`src/hdl/sis_pkg.sv`:
```
`timescale 1ns / 1ps

package sis_pkg;

  localparam int OPD_W = 10;
  localparam int CNT_OUT_W = 11;
  localparam int UA_W = 3;

  // Commands
  localparam logic [2:0] CMD_INC_POS  = 3'd0;
  localparam logic [2:0] CMD_EXC_POS  = 3'd1;
  localparam logic [2:0] CMD_INC_ELEM = 3'd2;
  localparam logic [2:0] CMD_EXC_ELEM = 3'd3;
  localparam logic [2:0] CMD_QUERY    = 3'd4;

  // Result status
  localparam logic [1:0] ST_DONE  = 2'd0;
  localparam logic [1:0] ST_SAME  = 2'd1;
  localparam logic [1:0] ST_RANGE = 2'd2;

  // Result kinds raised by a control word
  localparam logic [1:0] EM_NONE  = 2'd0;
  localparam logic [1:0] EM_MOVE  = 2'd1;
  localparam logic [1:0] EM_RANGE = 2'd2;
  localparam logic [1:0] EM_KEEP  = 2'd3;

  // Jump types
  localparam logic [1:0] JT_NEXT     = 2'd0;
  localparam logic [1:0] JT_DISPATCH = 2'd1;
  localparam logic [1:0] JT_KEEP     = 2'd2;

  // Microprogram addresses; the move sequence must follow the check step.
  localparam logic [UA_W-1:0] UA_START  = 3'd0;
  localparam logic [UA_W-1:0] UA_CHECK  = 3'd1;
  localparam logic [UA_W-1:0] UA_MOVE   = 3'd2;
  localparam logic [UA_W-1:0] UA_WRITE  = 3'd3;
  localparam logic [UA_W-1:0] UA_FINISH = 3'd4;
  localparam logic [UA_W-1:0] UA_RANGE  = 3'd5;
  localparam logic [UA_W-1:0] UA_KEEP   = 3'd6;

  typedef struct packed {
    logic [2:0]       command;
    logic [OPD_W-1:0] operand;
  } sis_in_t;

  typedef struct packed {
    logic [1:0]           status;
    logic [OPD_W-1:0]     moved_element;
    logic [OPD_W-1:0]     new_position;
    logic                 is_member;
    logic [CNT_OUT_W-1:0] included_count;
  } sis_out_t;

  typedef struct packed {
    logic            rd_where;
    logic            ld_pos;
    logic            rd_src;
    logic            wr_b;
    logic            wr_c;
    logic [1:0]      emit;
    logic            last;
    logic [1:0]      jt;
    logic [UA_W-1:0] tgt;
  } sis_ucw_t;

  typedef struct packed {
    logic bad;
    logic bypos;
    logic keep;
  } sis_cond_t;

  function automatic sis_ucw_t ucode_rom(input logic [UA_W-1:0] addr);
    sis_ucw_t w;
    w = '0;
    case (addr)
      UA_START: begin
        w.rd_where = 1'b1;
        w.jt       = JT_DISPATCH;
      end
      UA_CHECK: begin
        w.ld_pos = 1'b1;
        w.jt     = JT_KEEP;
        w.tgt    = UA_KEEP;
      end
      UA_MOVE: begin
        w.rd_src = 1'b1;
      end
      UA_WRITE: begin
        w.wr_b = 1'b1;
      end
      UA_FINISH: begin
        w.wr_c = 1'b1;
        w.emit = EM_MOVE;
        w.last = 1'b1;
      end
      UA_RANGE: begin
        w.emit = EM_RANGE;
        w.last = 1'b1;
      end
      UA_KEEP: begin
        w.emit = EM_KEEP;
        w.last = 1'b1;
      end
      default: begin
        w.last = 1'b1;
      end
    endcase
    return w;
  endfunction

endpackage

```
`src/hdl/sis_seq.sv`:
```
`timescale 1ns / 1ps

module sis_seq (
  input  logic                clk,
  input  logic                rst_n,
  input  logic                accept,
  input  sis_pkg::sis_cond_t  cond,
  output sis_pkg::sis_ucw_t   ctl,
  output logic                run_busy
);
  import sis_pkg::*;

  logic [UA_W-1:0] upc_r, upc_nxt;
  logic            run_r, run_nxt;
  sis_ucw_t        cw;

  assign cw = ucode_rom(upc_r);
  assign ctl = run_r ? cw : '0;
  // The final step frees the block, so the next word can be taken at its edge.
  assign run_busy = run_r & ~cw.last;

  always_comb begin
    upc_nxt = upc_r;
    run_nxt = run_r;
    if (accept) begin
      run_nxt = 1'b1;
      upc_nxt = UA_START;
    end else if (run_r) begin
      if (cw.last) begin
        run_nxt = 1'b0;
      end else begin
        case (cw.jt)
          JT_NEXT: begin
            upc_nxt = upc_r + UA_W'(1);
          end
          JT_DISPATCH: begin
            if (cond.bad) begin
              upc_nxt = UA_RANGE;
            end else if (cond.bypos) begin
              upc_nxt = UA_MOVE;
            end else begin
              upc_nxt = upc_r + UA_W'(1);
            end
          end
          JT_KEEP: begin
            upc_nxt = cond.keep ? cw.tgt : upc_r + UA_W'(1);
          end
          default: begin
            upc_nxt = upc_r + UA_W'(1);
          end
        endcase
      end
    end
  end

  always_ff @(posedge clk) begin
    if (!rst_n) begin
      run_r <= 1'b0;
      upc_r <= UA_START;
    end else begin
      run_r <= run_nxt;
      upc_r <= upc_nxt;
    end
  end

endmodule

```
`config.mk`:
```
export PLATFORM = sky130hd
export DESIGN_NAME = sis_seq
export DESIGN_NICKNAME = d
export VERILOG_FILES = /design/src/hdl/sis_pkg.sv /design/src/hdl/sis_seq.sv
export SDC_FILE = /design/constraint.sdc
export NUM_CORES = 1
export LEC_CHECK = 0
export ABC_AREA = 1
export BUFFER_PORTS_ARGS = -buffer_cell sky130_fd_sc_hd__buf_2
export CAP_MARGIN = 15
export CORE_AREA = 2 2 39 41
export CTS_BUF_LIST = sky130_fd_sc_hd__clkbuf_8
export DETAILED_ROUTE_END_ITERATION = 10
export DIE_AREA = 0 0 41 43
export GPL_TIMING_DRIVEN = 0
export PLACE_DENSITY = 0.72
export SYNTH_ARGS = -nofsm -noshare
export SYNTH_HDL_FRONTEND = slang
export SYNTH_SLANG_ARGS = --single-unit
```
`constraint.sdc`:
```
create_clock -name clk -period 2.3 [get_ports clk]
set_input_delay 0.115 -clock clk [delete_from_list [all_inputs] [get_ports clk]]
set_output_delay 0.115 -clock clk [all_outputs]
set_load 0.02 [all_outputs]
```
==> run metrics <==
status=finished clean; Final Skew=1.476 ps; die height=roughly 43 microns; Mapped Nets=about 90; # nets final=114; final count of hold timing violations=0; Clock Latency Late Sink=210 ps; die width=41 microns; P_leak=0.3614 nW; GRT Total Usage=~13%; fin crit period=about 1800 ps; I/O pins=20; H-tree lvl count=1; Synth Register Bits=4; Worst EP required=between 2000 and 2500 ps; Synth Area per Inst=between 6 and 7 sq um; maxcap violations=0; Hold Buf Count CTS=0; Slew Viols, Final=0; post-route ant nets=0; Worst setup EP type=output pin; CTS Root Cell=clkbuf_8; CP Cell Sequence=ha_1, inv_1, nor2_1, inv_1, nor2_1, buf_4, buf_2; postcts setup bufs=0; final global-route overflow total=0; die area=between 1500 and 2000 sq um; Gate Count Post-Synth=80; Post-Route Utilization=roughly 46%; Area after DPL=a little under 600 sq um; critical path's top delay family=buffers and inverters; final instance area=631.9 sq um; CTS resizes=0; Synthesis Warnings=0; WL/cell=slightly below 9 microns; Vias/cell=about 4.6; hpwl dp=between 800 and 900 microns; maximum number of pins on one net before global-route repair=8; maximum cell stage delay along the critical path=~420 ps; startpoint types=flip-flop; antenna fix cells=0; Setup Total Neg Slack=0 ps; RSZ-0062 raised after global routing=no; Initial Util=34.72%; via count=approximately 540; total CTS buffers=3; area of the core=approximately 1400 sq um; Synth-to-Final Area Change=31.51%; Pre-antenna DRT Iters=4; share of layout cells above drive strength 1=a little under a third; Distinct cells, synth=16; CTS tree=yes; post-synthesis sequential area ratio=16.67%; DRT iter0 DRCs=9; Clock Pin Slew Worst Setup and Hold Paths=30 ps; PortBufs=18; Post-Syn Area=a little under 500 sq um; setup violators final=0; min-delay worst type=input pin to flip-flop; CP Buf/Inv Count=4; critical path fanouts, max=6; CP Class=flip-flop to output pin; gpl congestion=0.8716; Max IR drop VDD=0.2674 mV; first-pass GRT wire length=between 1.5 and 2 mm; number of placement rows=14; fin crit share=78.53%; vias in the first global route=approximately 460; Max clock buf depth=2; Fmax=553.6 MHz; WL final=approximately 1.0 mm; Power Dens Cells=a little under 500 nW/um^2; Crit path arrival time=between 1500 and 2000 ps; Sink Count=4; DRC violation count after routing=0; initial antenna violation count=0; crit path max-delay cell type=dfxtp_1
-- metrics by stage --
stage	instances	total power, W	hold WS, ps	setup slack [ps]
6_report	117	0.0003135	134.7	493.7
5_1_grt	117	0.0003360	186.3	342.2
4_1_cts	117	0.0003160	138.5	506.7
3_5_place_dp	114	0.0001710	356.3	727.9
3_3_place_gp	114	0.0001694	339.8	764.4
2_1_floorplan	80	0.0001480	235.7	762.4
-- cells by family (layout without fill, tap and decap cells) --
| family | count (synthesis) | in the layout | synth area share, % |
|---|---|---|---|
| AOI/OAI and AO/OA | 8 | 8 | 8.854 |
| DFF | 4 | 4 | 16.67 |
| adders and majority gates | 5 | 5 | 13.02 |
| and+or+nand+nor | 41 | 41 | 40.88 |
| buffers and inverters | 21 | 42 | 19.79 |
| other | 1 | 1 | 0.7805 |
-- Yosys cell counts --
| library cell | n | share of area (%) |
|---|---|---|
| nor2_1 | 17 | 13 |
| nand2_4 | 2 | 4.7 |
| nor2_4 | 2 | 4.7 |
| nor3_1 | 3 | 3.1 |
| a21oi_1 | 5 | 5.2 |
| buf_4 | 4 | 6.3 |
| o21ai_0 | 2 | 2.1 |
| nand3_1 | 7 | 7.3 |
| o21bai_1 | 1 | 1.6 |
| nand2_1 | 10 | 7.8 |
| clkinv_2 | 1 | 1.0 |
| conb_1 | 1 | 0.78 |
| inv_1 | 15 | 12 |
| dfxtp_1 | 4 | 17 |
| ha_1 | 5 | 13 |
| inv_2 | 1 | 0.78 |
-- where the power goes --
part | leakage, nW | total (W) | switching, W | internal (W)
registers | 0.0327 | 0.0000783 | 0.00000491 | 0.0000734
logic | 0.307 | 0.0000919 | 0.0000581 | 0.0000338
clock network | 0.0216 | 0.000143 | 0.0000320 | 0.000111
total | 0.361 | 0.000313 | 0.0000950 | 0.000218
-- worst min-delay path, stage by stage --
cell and delay [ps]:
buf_2 90, nor2_1 40, nor2_1 70
-- final cells by class --
| cell class | instances | area, sq um |
|---|---|---|
| Multi-Input combinational cell | 55 | 305.3 |
| Timing Repair Buffer | 18 | 90.09 |
| Inverter | 17 | 65.06 |
| Buffer | 4 | 30.03 |
| Clock buffer | 3 | 41.29 |
| Tap cell | 16 | 20.02 |
| Fill cell | 147 | 752.0 |
| Sequential cell | 4 | 80.08 |
-- final timing paths --
check / start / cells past startpoint / end / slack, ps
hold / removal: accept / 3 / run_r / 130
hold reg to reg: upc_r[1] / 2 / upc_r[1] / 550
setup / recovery: upc_r[0] / 7 / ctl[11] / 490
setup reg to reg: upc_r[0] / 8 / upc_r[0] / 780
-- placed cells by master, fill, tap and decap left out, drive strengths merged --
cell type  synthesis  layout
nor3               3       3
ha                 5       5
clkinv             1       1
inv               16      16
clkbuf             0       3
dfxtp              4       4
nand3              7       7
o21bai             1       1
o21ai              2       2
a21oi              5       5
nor2              19      19
buf                4      22
conb               1       1
nand2             12      12
-- per-layer routing --
layer / share of wire, % / wire, microns / GRT usage [%]
met3: 6.3 / 66 / 1.571
met5: 0 / 0 / 0
met1: 43 / 450 / 15.43
met2: 51 / 530 / 23.44
met4: 0 / 0 / 2.000
-- flip-flops by register name, indices dropped and copies added (netlist names) --
register	count
upc_r	3
run_r	1
No activity file was read; power rests on OpenSTA's default activity.
